$ cat config.mk
export PLATFORM = sky130hd
export DESIGN_NAME = colour_bar_test_pattern_core_flat
export DESIGN_NICKNAME = d
export VERILOG_FILES = /design/src/rtl/cbar_pkg.sv /design/src/rtl/cbar_if.sv /design/src/rtl/colour_bar_test_pattern_core.sv /design/src/flat_wrapper.sv
export SDC_FILE = /design/constraint.sdc
export NUM_CORES = 1
export LEC_CHECK = 0
export BUFFER_PORTS_ARGS = -buffer_cell sky130_fd_sc_hd__buf_4
export CORE_UTILIZATION = 57
export CTS_CLUSTER_DIAMETER = 40
export DETAILED_ROUTE_END_ITERATION = 16
export PLACE_DENSITY = 0.74
export SLEW_MARGIN = 0
export SYNTH_ARGS = -nofsm -noshare
export SYNTH_HDL_FRONTEND = slang
export SYNTH_SLANG_ARGS = --single-unit
$ cat constraint.sdc
create_clock -name clk -period 7.65 [get_ports clk]
set_input_delay 2.295 -clock clk [delete_from_list [all_inputs] [get_ports clk]]
set_output_delay 2.295 -clock clk [all_outputs]
set_load 0.005 [all_outputs]
$ cat src/rtl/cbar_pkg.sv
// Shared types, register codes and constants for the colour bar test pattern.
// No dependencies; every other file in the project imports this package.
package cbar_pkg;

	// Register port and register widths
	localparam int CFG_IDX_BITS  = 2;
	localparam int CFG_DATA_BITS = 16;
	localparam int DIM_BITS      = 13;
	localparam int PHASE_BITS    = 16;
	localparam int RGB_BITS      = 24;

	// Register indexes
	localparam logic [CFG_IDX_BITS-1:0] CFG_FRAME_WIDTH  = 2'd0;
	localparam logic [CFG_IDX_BITS-1:0] CFG_FRAME_HEIGHT = 2'd1;
	localparam logic [CFG_IDX_BITS-1:0] CFG_ANIM_PHASE   = 2'd2;

	// Register reset values
	localparam logic [DIM_BITS-1:0]   WIDTH_RESET  = 13'd1920;
	localparam logic [DIM_BITS-1:0]   HEIGHT_RESET = 13'd1080;
	localparam logic [PHASE_BITS-1:0] PHASE_RESET  = 16'd0;

	// Geometry divisors
	localparam int BOX_DIVISOR  = 12;
	localparam int BAND_DIVISOR = 24;
	localparam int TALL_DIVISOR = 10;

	// Constant divisions by reciprocal multiplication, exact for 13-bit operands:
	// w/12 = (w>>2)/3, h/24 = (h>>3)/3, h/10 = (h>>1)/5
	localparam int BOX_PRE_SHIFT  = 2;
	localparam int BAND_PRE_SHIFT = 3;
	localparam int TALL_PRE_SHIFT = 1;
	localparam int RECIP_BITS     = 12;
	localparam logic [RECIP_BITS-1:0] RECIP3 = 12'd2731;
	localparam int RECIP3_SHIFT   = 13;
	localparam logic [RECIP_BITS-1:0] RECIP5 = 12'd3277;
	localparam int RECIP5_SHIFT   = 14;
	localparam int RMUL_BITS      = DIM_BITS + RECIP_BITS;

	// Widths of the derived geometry values
	localparam int BOX_BITS  = 10;
	localparam int BAND_BITS = 9;
	localparam int TALL_BITS = 10;
	localparam int PROD_BITS = PHASE_BITS + BOX_BITS;
	localparam int THR_BITS  = 16;

	// Divider sequencing: a load, PROD_BITS steps, then a capture of the remainder
	localparam int DIV_CNT_BITS = 5;
	localparam logic [DIV_CNT_BITS-1:0] DIV_STEP_LAST = DIV_CNT_BITS'(PROD_BITS);
	localparam logic [DIV_CNT_BITS-1:0] DIV_LAST_CNT  = DIV_CNT_BITS'(PROD_BITS + 1);

	// Bars and checker
	localparam int BAR_COUNT    = 8;
	localparam int BAR_IDX_BITS = 3;
	localparam int CHECK_BIT    = 5;

	typedef logic [RGB_BITS-1:0] rgb_t;

	localparam rgb_t WHITE = 24'hffffff;
	localparam rgb_t BLACK = 24'h000000;

	localparam rgb_t BAR_COLOUR [BAR_COUNT] = '{
		24'hffffff, 24'hffff00, 24'h00ffff, 24'h00ff00,
		24'hff00ff, 24'hff0000, 24'h0000ff, 24'h101010
	};

	// Geometry sequencer states
	typedef enum logic [2:0] {
		CAL_BOX,
		CAL_BAND,
		CAL_TALL,
		CAL_MUL,
		CAL_LEFT,
		CAL_FIN,
		CAL_READY
	} cal_state_t;

	// Per-pixel region flags handed from the compare stage to the colour stage
	typedef struct packed {
		logic                   in_frame;
		logic                   band_hit;
		logic                   box_hit;
		logic                   check_on;
		logic [BAR_COUNT-2:0]   bar_ge;
	} pix_flags_t;

endpackage

$ cat src/rtl/cbar_if.sv
// Valid/ready stream interfaces: pixel coordinates in, RGB pixels out.
// Depends on cbar_pkg for the colour width.
interface cbar_coord_if #(parameter int COORD_BITS = 12);
	logic                  valid;
	logic                  ready;
	logic [COORD_BITS-1:0] pixel_x;
	logic [COORD_BITS-1:0] pixel_y;

	modport source (output valid, output pixel_x, output pixel_y, input ready);
	modport sink   (input valid, input pixel_x, input pixel_y, output ready);
endinterface

interface cbar_pixel_if;
	import cbar_pkg::*;
	logic valid;
	logic ready;
	rgb_t pixel_rgb;

	modport source (output valid, output pixel_rgb, input ready);
	modport sink   (input valid, input pixel_rgb, output ready);
endinterface

$ cat src/rtl/colour_bar_test_pattern_core.sv
// Colour bar test pattern generator: coordinate in, 24-bit RGB pixel out.
// Depends on cbar_pkg and the stream interfaces in cbar_if.sv.
//
// Usage:
//   coord carries one pixel coordinate per item, pixel returns its colour
//   (red in bits 23:16). Frame width, height and animation phase are written
//   through cfg_we/cfg_index/cfg_data while no item is in flight.
//   After reset and after every register write a geometry sequencer derives
//   box width, band height and box height by reciprocal multiplication (in
//   CAL_BOX, CAL_BAND and CAL_TALL), forms the box start product, takes its
//   remainder by the width with a bit-serial divider and finishes with the
//   region bounds and bar thresholds: coord.ready stays low until it is done.
//   The pixel path is three register stages: capture, region compares,
//   colour select. An accepted item is registered in these stages in turn,
//   and pixel.valid comes from the colour select register; one item is accepted
//   every cycle once the geometry is ready, limited otherwise by the output handshake.
//   When pixel.ready is low the last stage holds its item and the earlier
//   stages keep filling, so bubbles are squeezed out before coord.ready drops.
//   Reset empties the pipeline and restores the register defaults
//   (1920 x 1080, phase 0).
module colour_bar_test_pattern_core #(
	parameter int COORD_BITS = 12
) (
	input  logic                               clk,
	input  logic                               arst_n,
	input  logic                               cfg_we,
	input  logic [cbar_pkg::CFG_IDX_BITS-1:0]  cfg_index,
	input  logic [cbar_pkg::CFG_DATA_BITS-1:0] cfg_data,
	cbar_coord_if.sink                         coord,
	cbar_pixel_if.source                       pixel
);
	import cbar_pkg::*;

	localparam int CMP_BITS = ((COORD_BITS > DIM_BITS) ? COORD_BITS : DIM_BITS) + 1;
	localparam int SCL_BITS = ((COORD_BITS + 3) > THR_BITS) ? (COORD_BITS + 3) : THR_BITS;

	// Configuration registers
	logic [DIM_BITS-1:0]   width_q;
	logic [DIM_BITS-1:0]   height_q;
	logic [PHASE_BITS-1:0] phase_q;

	// Geometry sequencer and divider
	cal_state_t               state_q, state_d;
	logic [DIV_CNT_BITS-1:0]  cnt_q;
	logic [PROD_BITS-1:0]     dvd_q;
	logic [DIM_BITS-1:0]      dsr_q;
	logic [DIM_BITS-1:0]      rem_q;
	logic [PROD_BITS-1:0]     prod_q;
	logic                     div_state, div_load, div_step, div_last, cal_ready;
	logic [PROD_BITS-1:0]     dvd_init;
	logic [DIM_BITS-1:0]      dsr_init;
	logic [DIM_BITS:0]        trial;
	logic                     take;
	logic [DIM_BITS-1:0]      rem_next;
	logic [BOX_BITS-1:0]      box_nz;
	logic [RMUL_BITS-1:0]     box_mul, band_mul, tall_mul;

	// Derived geometry
	logic [BOX_BITS-1:0]      box_q;
	logic [BAND_BITS-1:0]     band_q;
	logic [TALL_BITS-1:0]     tall_q;
	logic [DIM_BITS-1:0]      left_q;
	logic [DIM_BITS-1:0]      bottom_q;
	logic [DIM_BITS:0]        box_bot_q;
	logic [DIM_BITS:0]        right_q;
	logic [THR_BITS-1:0]      thr_q [BAR_COUNT-1];

	// Pixel pipeline
	logic                     valid_s1, valid_s2, valid_s3;
	logic                     en1, en2, en3;
	logic [COORD_BITS-1:0]    x_s1, y_s1;
	pix_flags_t               flags_s2, flags_c;
	rgb_t                     rgb_s3, rgb_c;
	logic [BAR_IDX_BITS-1:0]  bar_idx;

	// Write configuration registers, ignore unknown indexes
	always_ff @(posedge clk or negedge arst_n) begin
		if (!arst_n) begin
			width_q  <= WIDTH_RESET;
			height_q <= HEIGHT_RESET;
			phase_q  <= PHASE_RESET;
		end else if (cfg_we) begin
			unique case (cfg_index)
				CFG_FRAME_WIDTH:  width_q  <= cfg_data[DIM_BITS-1:0];
				CFG_FRAME_HEIGHT: height_q <= cfg_data[DIM_BITS-1:0];
				CFG_ANIM_PHASE:   phase_q  <= cfg_data[PHASE_BITS-1:0];
				default: ;
			endcase
		end
	end

	// Sequencer next state: restart on any register write
	always_comb begin
		state_d = state_q;
		if (cfg_we) begin
			state_d = CAL_BOX;
		end else begin
			unique case (state_q)
				CAL_BOX:   state_d = CAL_BAND;
				CAL_BAND:  state_d = CAL_TALL;
				CAL_TALL:  state_d = CAL_MUL;
				CAL_MUL:   state_d = CAL_LEFT;
				CAL_LEFT:  if (div_last) state_d = CAL_FIN;
				CAL_FIN:   state_d = CAL_READY;
				CAL_READY: state_d = CAL_READY;
				default:   state_d = CAL_BOX;
			endcase
		end
	end

	// Sequencer outputs: divider phases and operands
	always_comb begin
		div_state = (state_q == CAL_LEFT);
		div_load  = div_state && (cnt_q == '0);
		div_step  = div_state && (cnt_q != '0) && (cnt_q <= DIV_STEP_LAST);
		div_last  = div_state && (cnt_q == DIV_LAST_CNT);
		cal_ready = (state_q == CAL_READY);
		unique case (state_q)
			CAL_LEFT: begin
				dvd_init = prod_q;
				dsr_init = width_q;
			end
			default: begin
				dvd_init = '0;
				dsr_init = '0;
			end
		endcase
	end

	// Constant divisions for box width, band height and box height
	always_comb begin
		box_mul  = RMUL_BITS'(width_q >> BOX_PRE_SHIFT) * RMUL_BITS'(RECIP3);
		band_mul = RMUL_BITS'(height_q >> BAND_PRE_SHIFT) * RMUL_BITS'(RECIP3);
		tall_mul = RMUL_BITS'(height_q >> TALL_PRE_SHIFT) * RMUL_BITS'(RECIP5);
	end

	// Restoring divider step: one quotient bit per cycle
	always_comb begin
		trial    = {rem_q, dvd_q[PROD_BITS-1]};
		take     = trial >= {1'b0, dsr_q};
		rem_next = take ? DIM_BITS'(trial - {1'b0, dsr_q}) : trial[DIM_BITS-1:0];
		box_nz   = (box_q != '0) ? box_q : BOX_BITS'(1);
	end

	// Hold sequencer state and step count
	always_ff @(posedge clk or negedge arst_n) begin
		if (!arst_n) begin
			state_q <= CAL_BOX;
			cnt_q   <= '0;
		end else begin
			state_q <= state_d;
			if (cfg_we || (state_d != state_q)) begin
				cnt_q <= '0;
			end else if (div_state && !div_last) begin
				cnt_q <= cnt_q + DIV_CNT_BITS'(1);
			end
		end
	end

	// Divider datapath and derived geometry capture
	always_ff @(posedge clk) begin
		if (div_load) begin
			dvd_q <= dvd_init;
			dsr_q <= dsr_init;
			rem_q <= '0;
		end else if (div_step) begin
			dvd_q <= {dvd_q[PROD_BITS-2:0], take};
			rem_q <= rem_next;
		end
		if (div_last) begin
			left_q <= rem_q;
		end
		if (state_q == CAL_BOX) begin
			box_q <= box_mul[RECIP3_SHIFT +: BOX_BITS];
		end
		if (state_q == CAL_BAND) begin
			band_q <= band_mul[RECIP3_SHIFT +: BAND_BITS];
		end
		if (state_q == CAL_TALL) begin
			tall_q <= tall_mul[RECIP5_SHIFT +: TALL_BITS];
		end
		if (state_q == CAL_MUL) begin
			prod_q <= PROD_BITS'(phase_q) * PROD_BITS'(box_nz);
		end
		if (state_q == CAL_FIN) begin
			bottom_q  <= height_q - DIM_BITS'(band_q);
			box_bot_q <= (DIM_BITS+1)'(height_q[DIM_BITS-1:1]) + (DIM_BITS+1)'(tall_q);
			right_q   <= (DIM_BITS+1)'(left_q) + (DIM_BITS+1)'(box_q);
			for (int k = 0; k < BAR_COUNT - 1; k++) begin
				thr_q[k] <= THR_BITS'(width_q) * THR_BITS'(k + 1);
			end
		end
	end

	// Stage enables: advance a stage when it is empty or its successor moves
	assign en3 = !valid_s3 || pixel.ready;
	assign en2 = !valid_s2 || en3;
	assign en1 = !valid_s1 || en2;
	assign coord.ready = en1 && cal_ready;

	// Stage 2 compares: frame, bar thresholds, bands, box, checker phase
	always_comb begin
		logic [CMP_BITS-1:0] xe, ye;
		logic [SCL_BITS-1:0] xs;
		xe = CMP_BITS'(x_s1);
		ye = CMP_BITS'(y_s1);
		xs = SCL_BITS'({x_s1, 3'b000});
		flags_c.in_frame = (xe < CMP_BITS'(width_q)) && (ye < CMP_BITS'(height_q));
		flags_c.band_hit = (ye < CMP_BITS'(band_q)) || (ye >= CMP_BITS'(bottom_q));
		flags_c.box_hit  = (ye >= CMP_BITS'(height_q[DIM_BITS-1:1])) &&
			(ye < CMP_BITS'(box_bot_q)) &&
			(xe >= CMP_BITS'(left_q)) && (xe < CMP_BITS'(right_q));
		flags_c.check_on = x_s1[CHECK_BIT] ^ phase_q[0];
		for (int k = 0; k < BAR_COUNT - 1; k++) begin
			flags_c.bar_ge[k] = xs >= SCL_BITS'(thr_q[k]);
		end
	end

	// Stage 3 colour: box over checker bands over bars, black outside
	always_comb begin
		bar_idx = '0;
		for (int k = 0; k < BAR_COUNT - 1; k++) begin
			bar_idx = bar_idx + BAR_IDX_BITS'(flags_s2.bar_ge[k]);
		end
		priority if (!flags_s2.in_frame) begin
			rgb_c = BLACK;
		end else if (flags_s2.box_hit) begin
			rgb_c = WHITE;
		end else if (flags_s2.band_hit) begin
			rgb_c = flags_s2.check_on ? WHITE : BLACK;
		end else begin
			rgb_c = BAR_COLOUR[bar_idx];
		end
	end

	// Advance valid bits
	always_ff @(posedge clk or negedge arst_n) begin
		if (!arst_n) begin
			valid_s1 <= 1'b0;
			valid_s2 <= 1'b0;
			valid_s3 <= 1'b0;
		end else begin
			if (en1) valid_s1 <= coord.valid && cal_ready;
			if (en2) valid_s2 <= valid_s1;
			if (en3) valid_s3 <= valid_s2;
		end
	end

	// Advance payload with its item
	always_ff @(posedge clk) begin
		if (en1 && coord.valid) begin
			x_s1 <= coord.pixel_x;
			y_s1 <= coord.pixel_y;
		end
		if (en2 && valid_s1) flags_s2 <= flags_c;
		if (en3 && valid_s2) rgb_s3 <= rgb_c;
	end

	assign pixel.valid     = valid_s3;
	assign pixel.pixel_rgb = rgb_s3;

	// An item in stage 2 moves on when stage 3 opens
	a_stage_move: assert property (@(posedge clk) disable iff (!arst_n)
		valid_s2 && en3 |=> valid_s3)
		else $error("item lost between stage 2 and stage 3");

	// Bar threshold hits form a thermometer code
	a_bar_thermo: assert property (@(posedge clk) disable iff (!arst_n)
		valid_s2 |-> (((flags_s2.bar_ge >> 1) & ~flags_s2.bar_ge) == '0))
		else $error("bar threshold flags not monotone");

	// Partial remainder stays below the divisor while dividing
	a_div_rem: assert property (@(posedge clk) disable iff (!arst_n)
		div_step && (dsr_q != '0) |-> (rem_q < dsr_q))
		else $error("divider remainder out of range");

	// Box start column lies inside the frame once geometry is ready
	a_left_range: assert property (@(posedge clk) disable iff (!arst_n)
		cal_ready && (width_q != '0) |-> (left_q < width_q))
		else $error("box start column beyond frame width");

endmodule
$ cat src/flat_wrapper.sv
// flat-port wrapper written by rule: the top's interface ports become plain ports
module colour_bar_test_pattern_core_flat import cbar_pkg::*;
#(
	parameter int COORD_BITS = 12
)
  (clk, arst_n, cfg_we, cfg_index, cfg_data, coord_valid, coord_pixel_x, coord_pixel_y, coord_ready, pixel_valid, pixel_pixel_rgb, pixel_ready);
  cbar_coord_if #(.COORD_BITS(COORD_BITS)) coord_i ();
  cbar_pixel_if pixel_i ();
  input  logic clk;
  input  logic arst_n;
  input  logic cfg_we;
  input  logic [cbar_pkg::CFG_IDX_BITS-1:0] cfg_index;
  input  logic [cbar_pkg::CFG_DATA_BITS-1:0] cfg_data;
  input wire logic [$bits(coord_i.valid)-1:0] coord_valid;
  input wire logic [$bits(coord_i.pixel_x)-1:0] coord_pixel_x;
  input wire logic [$bits(coord_i.pixel_y)-1:0] coord_pixel_y;
  output wire logic [$bits(coord_i.ready)-1:0] coord_ready;
  output wire logic [$bits(pixel_i.valid)-1:0] pixel_valid;
  output wire logic [$bits(pixel_i.pixel_rgb)-1:0] pixel_pixel_rgb;
  input wire logic [$bits(pixel_i.ready)-1:0] pixel_ready;
  assign coord_i.valid = coord_valid;
  assign coord_i.pixel_x = coord_pixel_x;
  assign coord_i.pixel_y = coord_pixel_y;
  assign coord_ready = coord_i.ready;
  assign pixel_valid = pixel_i.valid;
  assign pixel_pixel_rgb = pixel_i.pixel_rgb;
  assign pixel_i.ready = pixel_ready;
  colour_bar_test_pattern_core #(.COORD_BITS(COORD_BITS)) u_core (.clk(clk), .arst_n(arst_n), .cfg_we(cfg_we), .cfg_index(cfg_index), .cfg_data(cfg_data), .coord(coord_i), .pixel(pixel_i));
endmodule
======== After elaboration in Yosys (flattened, before gate mapping) ========
Memories as Yosys holds them, arrays and structs flattened.
Index checks and enable logic that the tools add are counted.
word-level totals
  bits in registers ....................... 273
  bits in writable memories ............... 112
  memories kept ........................... 2
  output and inout bits ................... 26
  latch bits .............................. 0
  memory bits (read-only) ................. 192
cells by class
  divide/modulo/power cells ............... 0
  muxes and demuxes ....................... 17
  shift-type cells ........................ 0
  add/sub/neg operators ................... 11
  bitwise operators ....................... 2
  reduce and logical (&&, ||, !) cells .... 34
  multipliers ............................. 8
  order comparisons ....................... 18
  equal/unequal tests ..................... 10
memories
  name             words  width  rd ports  clocked after memory_dff  wr ports  RTL line                             text
  (no name shown)  8      24     1         0                         0         colour_bar_test_pattern_core.sv:232  rgb_c = BAR_COLOUR[bar_idx];
  u_core.thr_q     7      16     7         0                         7         colour_bar_test_pattern_core.sv:66   logic [THR_BITS-1:0] thr_q [BAR_COUNT-1];
operators by type and width
  cell                                                                    number
  24-bit 2-to-1 mux                                                       5
  15-bit by 16-bit greater-or-equal comparator with 1-bit output          7
  26-bit 2-to-1 mux                                                       3
  13-bit by 3-bit multiplier with 16-bit output (second input constant)   2
  13-bit by 2-bit multiplier with 15-bit output (second input constant)   2
  12-bit by 14-bit < comparator with 1-bit output                         2
  12-bit by 13-bit greater-or-equal comparator with 1-bit output          2
  12-bit by 13-bit < comparator with 1-bit output                         2
  16-bit by 10-bit multiplier with 26-bit output                          1
  12-bit by 12-bit multiplier with 24-bit output (second input constant)  1
  11-bit by 12-bit multiplier with 23-bit output (second input constant)  1
  10-bit by 12-bit multiplier with 22-bit output (second input constant)  1
  3-bit one-hot mux with 6 select lines                                   1
  3-bit by 1-bit adder with 3-bit output                                  5
  13-bit by 10-bit adder with 14-bit output                               1
  14-bit by 13-bit greater-or-equal comparator with 1-bit output          1
  1-bit logical AND                                                       14
  12-bit by 10-bit adder with 13-bit output                               1
  13-bit 2-to-1 mux                                                       1
  13-bit subtractor                                                       1
  13-bit by 9-bit subtractor with 13-bit output                           1
  12-bit greater-or-equal comparator                                      1
  12-bit by 9-bit < comparator with 1-bit output                          1
  10-bit 2-to-1 mux                                                       1
  26 further kinds                                                        42

======== Logic depth before layout (Yosys ltp) ========
  word-level depth ........................ 12
  depth in mapped cells ................... 23
  depth with buffers taken out ............ 21

======== Worst setup path after synthesis ========
No wires, ideal clock.
  path kind ............................... reg2reg
  start ................................... reg u_core.box_q[3]
  end ..................................... reg u_core.prod_q[25] (data pin)
  stages on the path, launching flop included .. 21
  data required time ...................... 7.386 ns
  path slack .............................. 2.049 ns
  arrival time ............................ 5.337 ns
  library setup time ...................... 0.264 ns
  period minus slack after synthesis ...... 5.601 ns
  path through ............................ edfxtp_1 clkbuf_1 clkbuf_1 nand2_1 fa_1 inv_1 fa_1 fa_1 fa_1 inv_1 fa_1 inv_1 ha_1 or2_2 and2_1 o221a_1 nor2_2 a211o_1 nor2_1 a2111oi_4 xnor2_1
on the way
  cells in the longest elaborated chain, start to end .. 3
RTL lines
  what                                                RTL line                             text
  from (decl)                                         colour_bar_test_pattern_core.sv:59   logic [BOX_BITS-1:0] box_q;
  from (signal assigned)                              colour_bar_test_pattern_core.sv:174  box_q <= box_mul[RECIP3_SHIFT +: BOX_BITS];
  10-bit nonzero test                                 colour_bar_test_pattern_core.sv:142  box_nz = (box_q != '0) ? box_q : BOX_BITS'(1);
  10-bit 2-to-1 mux (*)                               colour_bar_test_pattern_core.sv:142
  16-bit by 10-bit multiplier with 26-bit output (*)  colour_bar_test_pattern_core.sv:183  prod_q <= PROD_BITS'(phase_q) * PROD_BITS'(box_nz);
  to (signal assigned)                                colour_bar_test_pattern_core.sv:183
  to (decl)                                           colour_bar_test_pattern_core.sv:48   logic [PROD_BITS-1:0] prod_q;
Every way passes the cells marked *; elsewhere a longest branch is shown, timed or not.
A chain may end at the register's enable or synchronous reset.

======== Final worst setup path ========
  start ................................... reg u_core.box_q[3]
  end ..................................... reg u_core.prod_q[24] (data pin)
The elaborated chain is that of the path after synthesis.

==> reports/qor.csv <==
metric;value;unit
synth_seq_cells;309;
r2r-end;u_core.prod_q[24];
worstPathArrival;6.65;ns
synth_cell_types;80;
synth.area.top_cells;edfxtp_1 25%, ha_1 22%, fa_1 16%;
finalNetCount;3666;
cp_num_buf_inv;5;
crit_family;adder cells;
grt_pass1_vias;21607;
path_max_fanout;18;
final_core_util;63.7;%
hp-class;reg2reg;
port_buffers;72;
crit_cells;20;
overflow;0;
fmax;159;MHz
maxCapViolCount;0;
routed-via-count;20359;
first_pass_iters;6;
hpwl;53400;um
rsz0062_at_grt;no;
drcViolationCount;0;
ys_seq_area_share;30.1;%
grtUsageMet3;3.36;%
synth_fp_nets;3590;
antenna_found_initial;0;
synthFlopType;edfxtp_1;
grt_max_degree;86;
synth_area_per_cell;10.6;sq um
regToRegStartpoint;u_core.box_q[3];
end_kind;register;
clk_pin_slew;0.05;ns
hold_violations;0;
routedWlPerCell;18.9;um
slowest_delay;0.75;ns
setup_violations;0;
area_growth;10.5;%
dp_slack;1.33;ns
required;8.02;ns
synth_area;29600;sq um
cp_cell_sequence;nand2_1 -> fa_1 -> inv_1 -> fa_1 -> inv_1 -> fa_1 -> inv_1 -> fa_1 -> inv_1 -> fa_1 -> inv_1 -> ha_1 -> o21a_1 -> o211ai_1 -> nor3b_1 -> o41ai_2 -> a31oi_1 -> a211o_1 -> a21oi_1 -> xnor2_1;
rows;83;
grt_first_pass_wirelength;112000;um
synth.most_common_cell;ha_1;
post_cts_buffers;0;
grt.met1_usage;36.0;%
dieArea;52800;sq um
reg2reg_depth;20;
finalWorstSetupSlack;1.36;ns
final_area;32700;sq um
status;finished clean;
cts_hold_buf;0;
worstSetupEndpoint;u_core.prod_q[24];
numCtsBuffers;56;
fin_skew;0.0236;ns
synth_edf_count;243;
tns;0;ns
yosys.area.top_type_share;24.7;%
wirelength;67900;um
antennaDiodeCount;0;
cts_max_level;2;
routabilityCongestion;0.902;
synthCells;2783;
yosys-top-cells-count;526 x ha_1, 472 x inv_1, 243 x edfxtp_1;
vias_per_cell;5.68;
grt-busiest-layer;met2;
crit_start;u_core.box_q[3];
drive_gt1_share;8.36;%
die_h;230;um
period_needed;6.29;ns
timing.reg2reg.setup_slack;1.36;ns
final_max_slew_viol_count;0;
start_kind;register;
worst_slew_pin_slew;1.14;ns
yosys_warnings;0;
cts_tree;done;
die-width;230;um
synth_top_cell_by_area;edfxtp_1;
drt-initial-drc-count;1200;
cts_buffer_depth;3;
cts-root-buf;clkbuf_16;
cts_resized;0;
critPathSlowestCell;edfxtp_1;
synthArstFlopShare;17.2;%
worst-setup-path-type;reg2reg;
max_slew_margin;24.2;%
start_util;57.7;%
core_area;51300;sq um
worstSkewPairLatency;0.63;ns
pin_count;73;
cts_sinks;309;
finalCritPeriodShare;82.2;%
antenna_left;0;
placed_cell_area;30800;sq um
grt.total_usage;26.9;%
grt_util_met2;45.6;%
how the worst min path moves through the flow:
stage | start | end | slack (ns) | depth (start not counted)
after detailed placement | u_core.rem_q[7] | u_core.left_q[7] | 0.48 | 0
final | u_core.rem_q[4] | u_core.rem_q[4] | 0.49 | 2
after floorplan | u_core.valid_s1 | u_core.valid_s2 | 0.45 | 1
after global placement | u_core.valid_s1 | u_core.valid_s2 | 0.46 | 1
after CTS | u_core.rem_q[8] | u_core.rem_q[8] | 0.49 | 2
after global routing | u_core.rem_q[4] | u_core.rem_q[4] | 0.51 | 2
layer usage:
metal / vias to the layer above / routed length (um)
li1: 9646 / -
met1: 10067 / 30000
met2: 533 / 32700
met3: 113 / 3390
met4: 0 / 1780
met5: - / 0
worst min-delay path: stages (launching register included):
cell	delay, ns
dfxtp_1	0.33
nand2_1	0.06
o21ai_1	0.05
metrics by stage:
step	hold WS, ns	instances
2_1_floorplan	0.449	2783
3_3_place_gp	0.464	3481
3_5_place_dp	0.476	3481
4_1_cts	0.495	3585
5_1_grt	0.513	3585
6_report	0.494	3585
cells in the final DEF, fill, tap and decap left out, types with 34 or more instances in the layout:
master	count
nor3_1	34
a21o_1	56
ha_1	526
clkbuf_16	56
fa_1	234
dfrtp_1	45
edfxtp_1	243
xnor2_1	78
and2_1	86
a21oi_1	105
nor2b_1	34
nand2_1	170
o21ai_0	58
o21ai_1	41
inv_1	472
buf_4	82
mux2_2	40
o21a_1	48
nor2_1	126
cells by family after synthesis:
family,count (synthesis),synth area share (%)
compound gates,439,9.81
xor+xnor,106,3.14
fa+ha+maj,760,38.1
buf+inv,538,7.06
flops,309,30.1
mux,67,2.51
simple gates,564,9.36
layout make-up:
class	instances	area [sq um]
inverter	474	1780
sequential	309	8890
clock buffer	66	1480
clock inverter	38	447
multi-input combinational	1936	18600
timing repair buffer	82	616
tap	680	851
fill	4060	18600
state kept, by name, indices dropped and copies added, names as in the netlist, 11 cells and up:
register	flops
u_core.width_q	13
u_core.y_s1	12
u_core.box_bot_q	13
u_core.phase_q	16
u_core.prod_q	26
u_core.flags_s2	11
u_core.right_q	14
u_core.left_q	13
u_core.rem_q	13
u_core.x_s1	12
u_core.thr_q	55
u_core.height_q	13
u_core.dvd_q	26
u_core.dsr_q	13
u_core.bottom_q	13
Power is left out: the tool's default activity adds up to more than one toggle a clock period on the data nets, which glitch-free logic cannot reach.
